[src/assert_macros.svh]
// Assertion helpers for the RTL. Both expect clk in scope; ASSERT_CLK_RST also expects rst_n.
`ifndef ASSERT_MACROS_SVH
`define ASSERT_MACROS_SVH

// Checked only while out of reset.
`define ASSERT_CLK_RST(label, prop, msg) \
    label: assert property (@(posedge clk) disable iff (!rst_n) prop) else $error(msg);

// Checked at every edge, reset included.
`define ASSERT_CLK(label, prop, msg) \
    label: assert property (@(posedge clk) prop) else $error(msg);

`endif

[src/drt_pkg.sv]
package drt_pkg;

    localparam int SCREEN_WIDTH_DEF  = 320;
    localparam int SCREEN_HEIGHT_DEF = 200;

    localparam int COORD_W  = 9;   // box corner width
    localparam int ROW_W    = 10;  // reported row width
    localparam int OFFSET_W = 8;
    localparam int RECT_W   = 16;

    localparam logic [OFFSET_W-1:0] ROW_OFFSET_RESET = 8'd20;

    typedef enum logic {
        KIND_ADD     = 1'b0,
        KIND_PRESENT = 1'b1
    } kind_t;

endpackage

[src/drt_if.sv]
interface drt_in_if;
    import drt_pkg::*;

    logic                     valid;
    logic                     ready;
    logic                     kind;
    logic signed [RECT_W-1:0] rect_x;
    logic signed [RECT_W-1:0] rect_y;
    logic signed [RECT_W-1:0] rect_w;
    logic signed [RECT_W-1:0] rect_h;

    modport source (output valid, kind, rect_x, rect_y, rect_w, rect_h, input ready);
    modport sink   (input valid, kind, rect_x, rect_y, rect_w, rect_h, output ready);
endinterface

interface drt_out_if;
    import drt_pkg::*;

    logic               valid;
    logic               ready;
    logic               window_valid;
    logic [COORD_W-1:0] win_left;
    logic [ROW_W-1:0]   win_top;
    logic [COORD_W-1:0] win_right;
    logic [ROW_W-1:0]   win_bottom;

    modport source (output valid, window_valid, win_left, win_top, win_right, win_bottom,
                    input ready);
    modport sink   (input valid, window_valid, win_left, win_top, win_right, win_bottom,
                    output ready);
endinterface

[src/dirty_region_tracker_core.sv]
// Dirty region tracker.
// cmd (valid/ready): one beat per drawing event. kind = add carries a signed
//   rectangle that is clipped to the screen and merged into the bounding box;
//   kind = present reports the box and clears it.
// win (valid/ready): one beat per present beat, none per add beat.
//   window_valid = 0 with all corners zero means nothing changed.
// cfg_we/cfg_wdata: row_offset, added to the reported top and bottom rows;
//   write it only while the block is idle.
// A present beat goes through the cmd register, then the result register, to win.
// Throughput: one cmd beat per cycle unless a present beat waits for win; the
//   clip and min/max merge sit between the cmd register and the box registers.
// A stalled win holds its beat; cmd keeps accepting add beats and one more
//   present beat, which then waits in the cmd register until win frees up.
// Reset (rst_n low, async): box empty, row_offset = 20, both channels idle.
module dirty_region_tracker_core #(
    parameter int SCREEN_WIDTH  = drt_pkg::SCREEN_WIDTH_DEF,
    parameter int SCREEN_HEIGHT = drt_pkg::SCREEN_HEIGHT_DEF
) (
    input  logic                          clk,
    input  logic                          rst_n,
    input  logic                          cfg_we,
    input  logic [drt_pkg::OFFSET_W-1:0]  cfg_wdata,
    drt_in_if.sink                        cmd,
    drt_out_if.source                     win
);
    import drt_pkg::*;

    `include "assert_macros.svh"

    localparam logic signed [19:0] WIDTH_LIM  = 20'(SCREEN_WIDTH);
    localparam logic signed [19:0] HEIGHT_LIM = 20'(SCREEN_HEIGHT);

    typedef struct packed {
        logic               empty;
        logic [COORD_W-1:0] lo;
        logic [COORD_W-1:0] hi;
    } span_t;

    // Clip one axis to [0, limit); hi is inclusive.
    function automatic span_t clip_span(input logic signed [RECT_W-1:0] pos,
                                        input logic signed [RECT_W-1:0] len,
                                        input logic signed [19:0]       limit);
        logic signed [19:0] pos_ext;
        logic signed [19:0] len_ext;
        logic signed [19:0] first;
        logic signed [19:0] span_len;
        logic signed [19:0] stop;
        logic signed [19:0] last;
        span_t              s;
        pos_ext = $signed({{4{pos[RECT_W-1]}}, pos});
        len_ext = $signed({{4{len[RECT_W-1]}}, len});
        if (pos_ext < 20'sd0)
        begin
            first    = 20'sd0;
            span_len = len_ext + pos_ext;
        end
        else
        begin
            first    = pos_ext;
            span_len = len_ext;
        end
        stop = first + span_len;
        if (stop > limit)
            stop = limit;
        last    = stop - 20'sd1;
        s.empty = (stop <= first);
        s.lo    = first[COORD_W-1:0];
        s.hi    = last[COORD_W-1:0];
        return s;
    endfunction

    // cmd register
    logic                     cmd_valid_reg;
    kind_t                    kind_reg;
    logic signed [RECT_W-1:0] x_reg, y_reg, w_reg, h_reg;

    // bounding box
    logic               empty_reg, empty_next;
    logic [COORD_W-1:0] box_left_reg, box_left_next;
    logic [COORD_W-1:0] box_top_reg, box_top_next;
    logic [COORD_W-1:0] box_right_reg, box_right_next;
    logic [COORD_W-1:0] box_bottom_reg, box_bottom_next;

    logic [OFFSET_W-1:0] row_offset_reg;

    // result register
    logic               rsp_valid_reg;
    logic               rsp_window_reg, rsp_window_next;
    logic [COORD_W-1:0] rsp_left_reg, rsp_left_next;
    logic [ROW_W-1:0]   rsp_top_reg, rsp_top_next;
    logic [COORD_W-1:0] rsp_right_reg, rsp_right_next;
    logic [ROW_W-1:0]   rsp_bottom_reg, rsp_bottom_next;

    span_t span_x, span_y;
    logic  rsp_free, stage_fire, add_fire, present_fire, rect_hit;

    always_comb
    begin
        span_x       = clip_span(x_reg, w_reg, WIDTH_LIM);
        span_y       = clip_span(y_reg, h_reg, HEIGHT_LIM);
        rsp_free     = !rsp_valid_reg || win.ready;
        stage_fire   = cmd_valid_reg && (kind_reg == KIND_ADD || rsp_free);
        add_fire     = stage_fire && kind_reg == KIND_ADD;
        present_fire = stage_fire && kind_reg == KIND_PRESENT;
        rect_hit     = !span_x.empty && !span_y.empty;

        empty_next      = empty_reg;
        box_left_next   = box_left_reg;
        box_top_next    = box_top_reg;
        box_right_next  = box_right_reg;
        box_bottom_next = box_bottom_reg;
        if (add_fire && rect_hit)
        begin
            empty_next = 1'b0;
            if (empty_reg)
            begin
                box_left_next   = span_x.lo;
                box_top_next    = span_y.lo;
                box_right_next  = span_x.hi;
                box_bottom_next = span_y.hi;
            end
            else
            begin
                if (span_x.lo < box_left_reg)   box_left_next   = span_x.lo;
                if (span_y.lo < box_top_reg)    box_top_next    = span_y.lo;
                if (span_x.hi > box_right_reg)  box_right_next  = span_x.hi;
                if (span_y.hi > box_bottom_reg) box_bottom_next = span_y.hi;
            end
        end
        else if (present_fire)
        begin
            empty_next = 1'b1;
        end

        rsp_window_next = !empty_reg;
        if (empty_reg)
        begin
            rsp_left_next   = '0;
            rsp_top_next    = '0;
            rsp_right_next  = '0;
            rsp_bottom_next = '0;
        end
        else
        begin
            rsp_left_next   = box_left_reg;
            rsp_top_next    = {1'b0, box_top_reg} + {2'b00, row_offset_reg};
            rsp_right_next  = box_right_reg;
            rsp_bottom_next = {1'b0, box_bottom_reg} + {2'b00, row_offset_reg};
        end
    end

    assign cmd.ready        = !cmd_valid_reg || stage_fire;
    assign win.valid        = rsp_valid_reg;
    assign win.window_valid = rsp_window_reg;
    assign win.win_left     = rsp_left_reg;
    assign win.win_top      = rsp_top_reg;
    assign win.win_right    = rsp_right_reg;
    assign win.win_bottom   = rsp_bottom_reg;

    always_ff @(posedge clk or negedge rst_n)
    begin
        if (!rst_n)
        begin
            cmd_valid_reg  <= 1'b0;
            empty_reg      <= 1'b1;
            rsp_valid_reg  <= 1'b0;
            row_offset_reg <= ROW_OFFSET_RESET;
        end
        else
        begin
            if (cmd.ready)
                cmd_valid_reg <= cmd.valid;
            empty_reg <= empty_next;
            if (present_fire)
                rsp_valid_reg <= 1'b1;
            else if (win.ready)
                rsp_valid_reg <= 1'b0;
            if (cfg_we)
                row_offset_reg <= cfg_wdata;
        end
    end

    always_ff @(posedge clk)
    begin
        if (cmd.valid && cmd.ready)
        begin
            kind_reg <= kind_t'(cmd.kind);
            x_reg    <= cmd.rect_x;
            y_reg    <= cmd.rect_y;
            w_reg    <= cmd.rect_w;
            h_reg    <= cmd.rect_h;
        end
        box_left_reg   <= box_left_next;
        box_top_reg    <= box_top_next;
        box_right_reg  <= box_right_next;
        box_bottom_reg <= box_bottom_next;
        if (present_fire)
        begin
            rsp_window_reg <= rsp_window_next;
            rsp_left_reg   <= rsp_left_next;
            rsp_top_reg    <= rsp_top_next;
            rsp_right_reg  <= rsp_right_next;
            rsp_bottom_reg <= rsp_bottom_next;
        end
    end

    `ASSERT_CLK_RST(a_present_clears, present_fire |=> empty_reg,
        "box not cleared after present beat")
    `ASSERT_CLK_RST(a_no_overwrite, present_fire |-> (!rsp_valid_reg || win.ready),
        "result register overwritten while stalled")
    `ASSERT_CLK(a_box_ordered,
        !empty_reg |-> (box_left_reg <= box_right_reg && box_top_reg <= box_bottom_reg),
        "dirty box corners out of order")
    `ASSERT_CLK_RST(a_empty_window_zero,
        (rsp_valid_reg && !rsp_window_reg) |->
            (rsp_left_reg == '0 && rsp_top_reg == '0 &&
             rsp_right_reg == '0 && rsp_bottom_reg == '0),
        "empty window reports nonzero corners")

endmodule
[src/flat_wrapper.sv]
// flat-port wrapper written by rule: the top's interface ports become plain ports
module dirty_region_tracker_core_flat import drt_pkg::*;
#(
    parameter int SCREEN_WIDTH  = drt_pkg::SCREEN_WIDTH_DEF,
    parameter int SCREEN_HEIGHT = drt_pkg::SCREEN_HEIGHT_DEF
)
  (clk, rst_n, cfg_we, cfg_wdata, cmd_valid, cmd_kind, cmd_rect_x, cmd_rect_y, cmd_rect_w, cmd_rect_h, cmd_ready, win_valid, win_window_valid, win_win_left, win_win_top, win_win_right, win_win_bottom, win_ready);
  drt_in_if cmd_i ();
  drt_out_if win_i ();
  input  logic clk;
  input  logic rst_n;
  input  logic cfg_we;
  input  logic [drt_pkg::OFFSET_W-1:0] cfg_wdata;
  input wire logic [$bits(cmd_i.valid)-1:0] cmd_valid;
  input wire logic [$bits(cmd_i.kind)-1:0] cmd_kind;
  input wire logic [$bits(cmd_i.rect_x)-1:0] cmd_rect_x;
  input wire logic [$bits(cmd_i.rect_y)-1:0] cmd_rect_y;
  input wire logic [$bits(cmd_i.rect_w)-1:0] cmd_rect_w;
  input wire logic [$bits(cmd_i.rect_h)-1:0] cmd_rect_h;
  output wire logic [$bits(cmd_i.ready)-1:0] cmd_ready;
  output wire logic [$bits(win_i.valid)-1:0] win_valid;
  output wire logic [$bits(win_i.window_valid)-1:0] win_window_valid;
  output wire logic [$bits(win_i.win_left)-1:0] win_win_left;
  output wire logic [$bits(win_i.win_top)-1:0] win_win_top;
  output wire logic [$bits(win_i.win_right)-1:0] win_win_right;
  output wire logic [$bits(win_i.win_bottom)-1:0] win_win_bottom;
  input wire logic [$bits(win_i.ready)-1:0] win_ready;
  assign cmd_i.valid = cmd_valid;
  assign cmd_i.kind = cmd_kind;
  assign cmd_i.rect_x = cmd_rect_x;
  assign cmd_i.rect_y = cmd_rect_y;
  assign cmd_i.rect_w = cmd_rect_w;
  assign cmd_i.rect_h = cmd_rect_h;
  assign cmd_ready = cmd_i.ready;
  assign win_valid = win_i.valid;
  assign win_window_valid = win_i.window_valid;
  assign win_win_left = win_i.win_left;
  assign win_win_top = win_i.win_top;
  assign win_win_right = win_i.win_right;
  assign win_win_bottom = win_i.win_bottom;
  assign win_i.ready = win_ready;
  dirty_region_tracker_core #(.SCREEN_WIDTH(SCREEN_WIDTH), .SCREEN_HEIGHT(SCREEN_HEIGHT)) u_core (.clk(clk), .rst_n(rst_n), .cfg_we(cfg_we), .cfg_wdata(cfg_wdata), .cmd(cmd_i), .win(win_i));
endmodule
[config.mk]
export PLATFORM = sky130hd
export DESIGN_NAME = dirty_region_tracker_core_flat
export DESIGN_NICKNAME = d
export VERILOG_FILES = /design/src/drt_pkg.sv /design/src/drt_if.sv /design/src/dirty_region_tracker_core.sv /design/src/flat_wrapper.sv
export VERILOG_INCLUDE_DIRS = /design/src /design/src/src
export SDC_FILE = /design/constraint.sdc
export NUM_CORES = 1
export LEC_CHECK = 0
export ABC_AREA = 1
export BUFFER_PORTS_ARGS = -buffer_cell sky130_fd_sc_hd__clkbuf_2
export CORE_UTILIZATION = 50
export DETAILED_ROUTE_END_ITERATION = 6
export PLACE_DENSITY = 0.7
export REMOVE_ABC_BUFFERS = 1
export SLEW_MARGIN = 20
export SYNTH_ARGS = -nofsm -noshare
export SYNTH_HDL_FRONTEND = slang
export SYNTH_SLANG_ARGS = --single-unit
[constraint.sdc]
create_clock -name clk -period 12 [get_ports clk]
set_input_delay 2.4 -clock clk [delete_from_list [all_inputs] [get_ports clk]]
set_output_delay 2.4 -clock clk [all_outputs]
set_load 0.1 [all_outputs]
== Word level (Yosys, flattened, before mapping) ==
Cells that the tools add are included.

* Bitwise gates (word level): 1
* Add/sub/neg operators: 8
* Multiplexer cells: 18
* Reduce and logical (&&, ||, !) cells: 24
* Order comparisons: 10

{| class="wikitable"
|+ Operators by type and width
! operator !! count
|-
| 2-to-1 mux 20 bit || 6
|-
| 2-to-1 mux 9 bit || 8
|-
| adder 20 bit || 2
|-
| <= comparator 20 bit || 2
|-
| adder 16 x 16 -> 17 bit || 2
|-
| < comparator 16 x 1 -> 1 bit (second input constant) || 2
|-
| adder 9 x 8 -> 10 bit || 2
|-
| > comparator 20 x 10 -> 1 bit (second input constant) || 1
|-
| > comparator 20 x 9 -> 1 bit (second input constant) || 1
|-
| > comparator 9 bit || 2
|-
| < comparator 9 bit || 2
|-
| subtractor 9 x 2 -> 9 bit (second input constant) || 2
|-
| nonzero test 2 bit || 6
|-
| AND reduction 2 bit || 4
|-
| logical AND 1 bit || 6
|-
| logical NOT 1 bit || 5
|-
| 2-to-1 mux 1 bit || 4
|-
| logical OR 1 bit || 3
|-
| NOT 1 bit || 1
|}

* Word-level logic and storage cells: 79
* Input port bits: 78
* Flip-flop bits (word level): 151
* Output and inout bits: 41

== Logic depth before layout (Yosys ltp) ==
Gate-level depths: netlist (run 1).

* Depth after elaboration: 10
* Gate-level depth with buffers: 42
* Depth with buffers taken out: 41

== Worst setup path after synthesis (run 1) ==
No wires, ideal clock.

* Kind: input port to flip-flop
* Start point: in win_ready
* End point: reg u_core.h_reg[0] (enable)
* Data required time: 11,511 ps
* Stages on the path: 4
* Buffers on the path: 0
* Setup time: 489 ps
* Path slack: 6,224 ps
* Data arrival time: 5,287 ps
* Cells stage by stage: nor2_1 inv_1 nor2_1 nor2_1

* Cells in the longest elaborated chain, start to end: 5

{| class="wikitable"
|+ RTL lines
! element !! line !! text
|-
| start, declared || flat_wrapper.sv:27 || <nowiki>input wire logic [$bits(win_i.ready)-1:0] win_ready;</nowiki>
|-
| logical OR 1 bit || dirty_region_tracker_core.sv:101 || <nowiki>rsp_free = !rsp_valid_reg || win.ready;</nowiki>
|-
| logical OR 1 bit || dirty_region_tracker_core.sv:102 || <nowiki>stage_fire = cmd_valid_reg && (kind_reg == KIND_ADD || rsp_free);</nowiki>
|-
| logical AND 1 bit || dirty_region_tracker_core.sv:102 ||
|-
| logical OR 1 bit || dirty_region_tracker_core.sv:152 || <nowiki>assign cmd.ready = !cmd_valid_reg || stage_fire;</nowiki>
|-
| logical AND 1 bit || dirty_region_tracker_core.sv:185 || <nowiki>if (cmd.valid && cmd.ready)</nowiki>
|-
| end signal, assigned || dirty_region_tracker_core.sv:191 || <nowiki>h_reg <= cmd.rect_h;</nowiki>
|-
| end, declared || dirty_region_tracker_core.sv:75 || <nowiki>logic signed [RECT_W-1:0] x_reg, y_reg, w_reg, h_reg;</nowiki>
|}

Every way passes these cells.
A chain may end at the register's enable or synchronous reset.

==> metrics.yaml, run 1 <==
wl_per_cell_um: 14.3
fin_crit_sh_pct: 56.6
ys.flop_type: "edfxtp_1"
vias_per_cell: 5.17
n_fill_cell: 2062
clkTransAtPathRegs_ns: 0.07
multiInputGateArea_um2: 6080
placed_area_um2: 12400
grt_pass1_wl_mm: 42.8
layout-drive-gt1-share_pct: 13.3
die_w_um: 154
drtIter0Drc: 566
clk_latency_ns: 0.44
ys_seq_elements: 151
synth_cell_types: 54
cts_setup_buffers: 0
stdcell_area_um2: 13000
synth_area_um2: 11500
cts_tree: "built"
synth_edf_count: 140
io_buffers: 118
io-pin-count: 119
numClockSinks: 151
slew_headroom_pct: 33.0
gp_congestion: 0.968
clock_skew_ns: 0.0142
cp-end-kind: "register"
rsz0062_at_grt: "false"
worstPathRequired_ns: 12.06
cts.repair.resized: 0
cap_violations: 0
final_common_cell: "nand2_1"
hold_path_class: "register to register"
grt_pass1_vias: 8912
critPathKind: "register to register"
cts_max_path_buffers: 2
drtAntennaViolNets: 0
p_leak_nw: 6.56
max_slew.worst_pin.slew_ns: 0.999
critical-path-top-delay-family: "simple AND/OR/NAND/NOR gates"
max-vdd-ir-drop_mv: 0.0847
routed_wirelength_mm: 26.0
root_buffer: "clkbuf_16"
antenna_found_initial: 0
yosysWarnings: 0
drc: 0
first_pass_iters: 7
post-dp-hpwl_mm: 20.8
die_h_um: 154
nets: 1745
start_util_pct: 50.9
core_um2: 22600
globalRouteTotalUtil_pct: 22.9
n_antenna_cell: 0
cpMostUsedCell: "nand2_1"
grt_max_degree: 66
mostFrequentLayoutCells: "nand2_1 (324), inv_1 (218), ha_1 (142), edfxtp_1 (140), nor2_1 (132)"
syn-instance-count: 1396
layout_min_cycle_time_ns: 6.79
status: "completed"
yosysTopAreaCell: "edfxtp_1"
grt_overflow: 0
placedCellCount: 1784
synth_top_area_share_pct: 36.6
cellPowerDensity_nw_per_um2: 147
pre_cts_ws_ns: 5.52
areaGrowthSynthToFinish_pct: 13.1
layout_setup_ws_ns: 5.21
rows: 55
startpoint_type: "register"
arrival_ns: 6.85
setup_tns_ns: 0
cts_hold_buffers: 0
setup_viol: 0
ys_seq_area_share_pct: 39.0
final-hold-violation-count: 0
clock.fmax_mhz: 147
critPathMaxStageDelay_ns: 0.89
avgSynthCellArea_um2: 8.23
async_flop_share_pct: 7.28
die-area_um2: 23600
synthTopCellsByArea: "edfxtp_1 (37%), ha_1 (15%), nand2_1 (11%)"
num_vias: 9389
layout.area.seq_um2: 4480
path_buf_inv: 1
cp_slowest_cell: "clkinv_1"
htreeDepth: 4
slew_viol_final: 0
finalPower_mw: 1.91
fin_cells: 1817
cts_buffers: 17
path_max_fanout: 39
area by class of cell:
type / count / area share, %
sequential: 151 / 34.5
inverter: 226 / 6.57
multi-input combinational: 1002 / 46.8
clock inverter: 13 / 1.04
tap: 285 / 2.74
timing repair buffer: 121 / 4.87
clock buffer: 19 / 3.49
worst register-to-register path, cell delays in order, from the launching register on:
cell and delay, ns:
edfxtp_1 0.58, clkinv_1 0.89, o21ai_0 0.61, ha_1 0.36
a21oi_1 0.28, o21ai_0 0.16, nand2_1 0.08, nand3_1 0.13
nand2_1 0.15, a21oi_1 0.09, or2_2 0.28, nand3_1 0.07
nand2_1 0.05, nand2_1 0.11, nand2_1 0.11, nand3_4 0.21
nand2_1 0.17, ha_1 0.24, xnor2_1 0.16, ha_1 0.32
nand2_1 0.08, nor2_1 0.10, a211oi_1 0.05, o21ai_0 0.16
a221oi_1 0.10, o21ai_0 0.16, a21oi_1 0.08, nor2_1 0.62
through the flow:
step | utilization [%] | hold slack [ns]
2_1_floorplan | - | 0.499
3_3_place_gp | 54.8 | 0.538
3_5_place_dp | 54.8 | 0.546
4_1_cts | 57.5 | 0.561
5_1_grt | 57.6 | 0.587
6_report | 57.6 | 0.557
Yosys cell counts (all sizes together) (11+ instances only):
library cell    n
nand2         332
xnor2          17
nand3          68
inv           226
xor2           26
clkbuf         13
o21ai          71
nor2          142
edfxtp        140
nor3           14
ha            142
a21oi         103
o21bai         11
path summary, 6_finish.rpt:
kind                                        startpoint                  endpoint  slack [ns]  cells past startpoint
worst max register to register        u_core.x_reg[15]   u_core.box_right_reg[3]        5.21                     27
min in group asynchronous                        rst_n  u_core.row_offset_reg[7]        1.85                      1
worst min-delay path            u_core.box_left_reg[5]    u_core.win.win_left[5]        0.56                      2
worst max-delay path                  u_core.x_reg[15]   u_core.box_right_reg[3]        5.21                     27
max in group asynchronous                        rst_n  u_core.row_offset_reg[2]        9.85                      1
worst min register to register  u_core.box_left_reg[5]    u_core.win.win_left[5]        0.56                      2
cell families after synthesis:
| logic type | synth area share (%) |
|---|---|
| AND/OR/NAND/NOR | 21.7 |
| buffers and inverters | 8.15 |
| AO/OA/AOI/OAI | 10.7 |
| flip-flops | 39.0 |
| adder cells (fa/ha/maj) | 16.5 |
| XOR/XNOR | 3.28 |
| multiplexers | 0.686 |
power by group:
| group | switching [mW] | internal (mW) |
|---|---|---|
| Combinational | 0.475 | 0.235 |
| Sequential | 0.0268 | 0.631 |
| Clock | 0.240 | 0.303 |
| Total | 0.742 | 1.17 |
per-layer routing:
metal  up-vias  GRT usage (%)  part of all wire (%)
met5         -              0                     0
met4         0           6.43                   1.6
met3        29           3.49                   5.1
met2       256           36.2                    43
met1      4226           32.6                    50
li1       4878              -                     -
Note: power is estimated with default switching activity, not from simulation.
==> run 2: changes to the inputs <==
==> constraint.sdc (replaced) <==
create_clock -name clk -period 6.81 [get_ports clk]
set_input_delay 1.362 -clock clk [delete_from_list [all_inputs] [get_ports clk]]
set_output_delay 1.362 -clock clk [all_outputs]
set_load 0.1 [all_outputs]
==> metrics.yaml, run 2 (synthesis results as in run 1) <==
status: "completed"
cts_max_path_buffers: 2  # unchanged
clkPwrFrac_pct: 27.6  # -0.8 points
first_pass_iters: 5  # -2
r2r_setup_slack_ns: 0.64  # -4.57 ns
cpMostUsedCell: "nand2_1"
core_um2: 22600  # unchanged
drtAntennaViolNets: 0  # unchanged
grt_overflow: 0  # unchanged
cp-end-kind: "register"
cp_num_cells: 41  # +52%
n_antenna_cell: 0  # unchanged
globalRouteTotalUtil_pct: 22.8  # -0.052 points
hold_path_class: "register to register"
worstPathRequired_ns: 6.95  # -5.11 ns
layout-drive-gt1-share_pct: 13.6  # +0.32 points
hold_depth: 2  # unchanged
rr_endpoint: "u_core.box_bottom_reg[7]"
post-dp-hpwl_mm: 20.9  # +0.61%
drtIter0Drc: 464  # -18%
arrival_ns: 6.31  # -0.54 ns
die-area_um2: 23600  # unchanged
htreeDepth: 4  # unchanged
clock.fmax_mhz: 162  # +10%
critPathKind: "register to register"
grt_pass1_vias: 8846  # -0.74%
root_buffer: "clkbuf_16"
path_max_fanout: 13  # -67%
power.switching_mw: 1.28  # +73%
slew_viol_final: 0  # unchanged
vias_per_cell: 5.21  # +0.79%
num_vias: 9505  # +1.2%
clkTransAtPathRegs_ns: 0.07  # about the same
fin_crit_sh_pct: 90.7  # +34 points
seqPwrFrac_pct: 34.8  # +0.4 points
final-hold-violation-count: 0  # unchanged
cts_buffers: 17  # unchanged
rows: 55  # unchanged
die_h_um: 154  # unchanged
routed_wirelength_mm: 26.5  # +2.1%
hold_path_end: "u_core.win.win_left[2]"
antenna_found_initial: 0  # unchanged
pre_cts_ws_ns: 0.672  # -4.85 ns
die_w_um: 154  # unchanged
holdCritStartpoint: "u_core.box_left_reg[2]"
cellPowerDensity_nw_per_um2: 256  # +74%
rsz0062_at_grt: "false"
r2r-start: "u_core.y_reg[0]"
grt_pass1_wl_mm: 42.7  # -0.31%
reg2reg_depth: 41  # +52%
io_buffers: 118  # unchanged
finalPower_mw: 3.33  # +75%
wl_per_cell_um: 14.5  # +1.6%
areaGrowthSynthToFinish_pct: 13.5
cts_hold_buffers: 0  # unchanged
layout_setup_ws_ns: 0.635  # -4.57 ns
mostFrequentLayoutCells: "nand2_1 (324), inv_1 (219), ha_1 (142), edfxtp_1 (140), nor2_1 (132)"
slew_headroom_pct: 40.9  # +7.9 points
p_leak_nw: 6.60  # +0.62%
start_util_pct: 50.9  # unchanged
setup_viol: 0  # unchanged
clk_latency_ns: 0.43  # about the same
cp_slowest_cell: "edfxtp_1"
clock_skew_ns: 0.0147  # +0.000497 ns
io-pin-count: 119  # unchanged
critPathMaxStageDelay_ns: 0.41  # -0.48 ns
nets: 1753  # +0.46%
startpoint_type: "register"
max-vdd-ir-drop_mv: 0.130  # +53%
holdWs_ns: 0.559  # +0.00181 ns
grt_max_degree: 66  # unchanged
path_buf_inv: 7  # +6
layout_min_cycle_time_ns: 6.17  # -0.617 ns
switching_share_pct: 38.5  # -0.34 points
setup_tns_ns: 0  # unchanged
internal_power_mw: 2.05  # +76%
final_common_cell: "nand2_1"
critical-path-top-delay-family: "simple AND/OR/NAND/NOR gates"
numClockSinks: 151  # unchanged
max_slew.worst_pin.slew_ns: 0.887  # -0.112 ns
gp_congestion: 0.972  # +0.48%
drc: 0  # unchanged
power.share.combinational_pct: 37.6  # +0.4 points
cap_violations: 0  # unchanged
cts_tree: "built"
run 2: cell types whose count changed in the layout (fill, tap and decap cells not counted):
cell,change
clkinv_4,+4
o21ai_1,+1
o21ai_0,-1
inv_1,+1
inv_8,-1
clkbuf_8,-1
clkinvlp_4,-2
buf_4,+8
clkinv_1,-1
clkinv_2,+1
clkbuf_1,+2
inv_6,-3
run 2: repair_timing:
item                                    CTS  global route
resized for setup                         0             1
endpoints found under the setup margin    0            13
endpoints found under the hold margin     0             0
setup buffers                             0             3
run 2: through the flow:
stage | cells | cell area, µm² | util, %
floorplan | 1379 | 11400 | -
global placement | 1789 | 12400 | 55.0
detailed placement | 1789 | 12400 | 55.0
CTS | 1821 | 13000 | 57.5
global route | 1825 | 13000 | 57.8
finish | 1825 | 13000 | 57.8
run 2: how the worst max path moves through the flow:
stage                         start                  endpoint  slack [ns]
CTS                 u_core.w_reg[0]   u_core.box_right_reg[2]        0.62
global placement    u_core.w_reg[0]  u_core.box_bottom_reg[8]        0.83
detailed placement  u_core.w_reg[0]   u_core.box_right_reg[8]        0.67
floorplan           u_core.y_reg[0]  u_core.box_bottom_reg[0]        1.30
finish              u_core.y_reg[0]  u_core.box_bottom_reg[7]        0.64
global route        u_core.w_reg[0]   u_core.box_right_reg[2]       0.009
run 2: worst register-to-register path: cells and delay by family, from the launching register on:
family	cells	cell delay, ns
simple gates	20	2.24
buf+inv	7	0.64
xor+xnor	2	0.30
flops	1	0.41
fa+ha+maj	5	1.46
compound gates	7	0.85
run 2: metal layers:
layer / track usage (%) / part of all wire (%) / up-vias
met4: 6.10 / 1.4 / 0
met2: 36.9 / 44 / 277
met3: 3.44 / 5.1 / 30
met1: 32.0 / 49 / 4292
li1: - / - / 4906
met5: 0 / 0 / -
run 2: area by class of cell:
cell class,count,area [µm²]
fill,2017,9540
multi-input combinational,1002,6080
timing repair buffer,129,693
clock inverter,12,123
clock buffer,20,447
inverter,226,853
sequential,151,4480
tap,285,357
run 2: power by group through the flow:
| stage | logic, mW | registers (mW) | clock network [mW] |
|---|---|---|---|
| after detailed placement | 1.23 | 1.18 | 0 |
| after CTS | 1.24 | 1.16 | 0.938 |
| after floorplan | 0.817 | 1.30 | 0 |
| after global placement | 1.21 | 1.18 | 0 |
| final | 1.25 | 1.16 | 0.921 |
| after global routing | 1.41 | 1.17 | 0.968 |
==> run 3: changes to the inputs <==
==> constraint.sdc (replaced) <==
create_clock -name clk -period 6.61 [get_ports clk]
set_input_delay 1.322 -clock clk [delete_from_list [all_inputs] [get_ports clk]]
set_output_delay 1.322 -clock clk [all_outputs]
set_load 0.1 [all_outputs]
==> metrics.yaml, run 3 (synthesis results as in run 1) <==
final_common_cell: "nand2_1"
max-vdd-ir-drop_mv: 0.143  # +10%
fin_crit_sh_pct: 92.3  # +1.6 points
critPathKind: "register to register"
max_slew.worst_pin.slew_ns: 0.835  # -0.0510 ns
worstPathRequired_ns: 6.80  # -0.15 ns
drtIter0Drc: 558  # +20%
slew_viol_final: 0  # unchanged
final_core_util_pct: 57.9  # +0.12 points
num_vias: 9483  # -0.23%
layout_setup_ws_ns: 0.508  # -0.127 ns
critPathMaxStageDelay_ns: 0.36  # -0.05 ns
cts_buffers: 17  # unchanged
drc: 2  # +2
n_antenna_cell: 0  # unchanged
cp-end-kind: "register"
placedCellCount: 1790  # +0.056%
cts_tree: "built"
areaGrowthSynthToFinish_pct: 13.7
critical-path-top-delay-family: "simple AND/OR/NAND/NOR gates"
cts_max_path_buffers: 2  # unchanged
core_um2: 22600  # unchanged
start_util_pct: 50.9  # unchanged
mostFrequentLayoutCells: "nand2_1 (322), inv_1 (219), ha_1 (141), edfxtp_1 (140), nor2_1 (130)"
cellPowerDensity_nw_per_um2: 261  # +2.0%
grt_pass1_wl_mm: 42.5  # -0.55%
rows: 55  # unchanged
path_max_fanout: 13  # unchanged
root_buffer: "clkbuf_16"
routed_wirelength_mm: 26.5  # -0.11%
clk_latency_ns: 0.44  # about the same
layout_min_cycle_time_ns: 6.10  # -0.0731 ns
die_h_um: 154  # unchanged
drtAntennaViolNets: 0  # unchanged
startpoint_type: "register"
p_leak_nw: 6.59  # -0.17%
cpMostUsedCell: "nand2_1"
hold_path_class: "register to register"
n_fill_cell: 2010  # -0.35%
antenna_found_initial: 0  # unchanged
numClockSinks: 151  # unchanged
die-area_um2: 23600  # unchanged
cap_violations: 0  # unchanged
gp_congestion: 1.00  # +3.0%
clock.fmax_mhz: 164  # +1.2%
setup_viol: 0  # unchanged
stdcell_area_um2: 13100  # +0.20%
wl_per_cell_um: 14.5  # -0.22%
globalRouteTotalUtil_pct: 22.7  # -0.14 points
first_pass_iters: 7  # +2
fin_cells: 1827  # +0.11%
nets: 1755  # +0.11%
cp_slowest_cell: "ha_1"
post-dp-hpwl_mm: 21.0  # +0.26%
slew_headroom_pct: 44.3  # +3.4 points
grt_overflow: 0  # unchanged
grt_pass1_vias: 8808  # -0.43%
setup_tns_ns: 0  # unchanged
path_buf_inv: 5  # -2
placed_area_um2: 12400  # about the same
io-pin-count: 119  # unchanged
grt_max_degree: 66  # unchanged
final-hold-violation-count: 0  # unchanged
status: "finished, violations left"
die_w_um: 154  # unchanged
clkTransAtPathRegs_ns: 0.06  # about the same
clock_skew_ns: 0.0170  # +0.00235 ns
pre_cts_ws_ns: 0.456  # -0.216 ns
cts_hold_buffers: 0  # unchanged
violations: "DRC"
arrival_ns: 6.29  # -0.02 ns
vias_per_cell: 5.19  # -0.34%
htreeDepth: 4  # unchanged
layout-drive-gt1-share_pct: 14.1  # +0.57 points
io_buffers: 118  # unchanged
==> run 3: cell types whose count changed in the layout (fill, tap and decap cells not counted), sizes merged <==
cell      previous run  this run
buf                 11        13
clkinvlp             1         3
bufinv               1         0
clkbuf             138       137
clkinv               7         6
inv                229       230
==> run 3: worst register-to-register path, delay by kind of cell (launching register included) <==
family	cells	cell delay, ns
fa+ha+maj	5	1.39
compound gates	6	1.10
buf+inv	5	0.44
xor+xnor	1	0.14
flops	1	0.35
simple gates	23	2.42
==> run 3: per-layer routing <==
layer | global-route usage, % | wire, µm | up-vias
li1 | - | - | 4900
met1 | 32.4 | 13100 | 4293
met2 | 35.5 | 11700 | 260
met3 | 3.18 | 1300 | 30
met4 | 7.29 | 444 | 0
met5 | 0 | 0 | -
==> run 3: cell type report <==
type	instances	area, µm²	share of cell area, %
Clock buffer	19	433	3.31
Tap cell	285	357	2.73
Inverter	226	853	6.53
Timing Repair Buffer	131	708	5.42
Sequential cell	151	4480	34.3
Multi-Input combinational cell	1002	6130	46.9
Clock inverter	13	98.8	0.757
==> run 3: timing repair <==
action                                  in CTS  in global routing
endpoints found under the setup margin       0                 27
setup buffers                                0                  4
gates resized for setup                      0                 12
==> run 3: final timing paths <==
path	start	endpoint	slack (ns)	depth (start not counted)
setup / recovery	u_core.x_reg[0]	u_core.box_right_reg[0]	0.51	40
hold reg to reg	u_core.box_left_reg[5]	u_core.win.win_left[5]	0.56	2
min in group asynchronous	rst_n	u_core.row_offset_reg[5]	0.78	1
max in group asynchronous	rst_n	u_core.row_offset_reg[2]	5.53	1
setup reg to reg	u_core.x_reg[0]	u_core.box_right_reg[0]	0.51	40
hold / removal	u_core.box_left_reg[5]	u_core.win.win_left[5]	0.56	2
==> run 3: per-stage QoR <==
step           total power, mW  hold slack [ns]
3_3_place_gp              2.46            0.537
4_1_cts                   3.39            0.561
6_report                  3.41            0.558
3_5_place_dp              2.48            0.544
5_1_grt                   3.63            0.581
2_1_floorplan             2.19            0.499
==> run 3: power by group <==
group          leakage (nW)  internal (mW)  switching (mW)  total, mW
logic                  4.87          0.440           0.873       1.31
clock network         0.251          0.484           0.420      0.904
registers              1.46           1.15          0.0472       1.19
total                  6.59           2.07            1.34       3.41
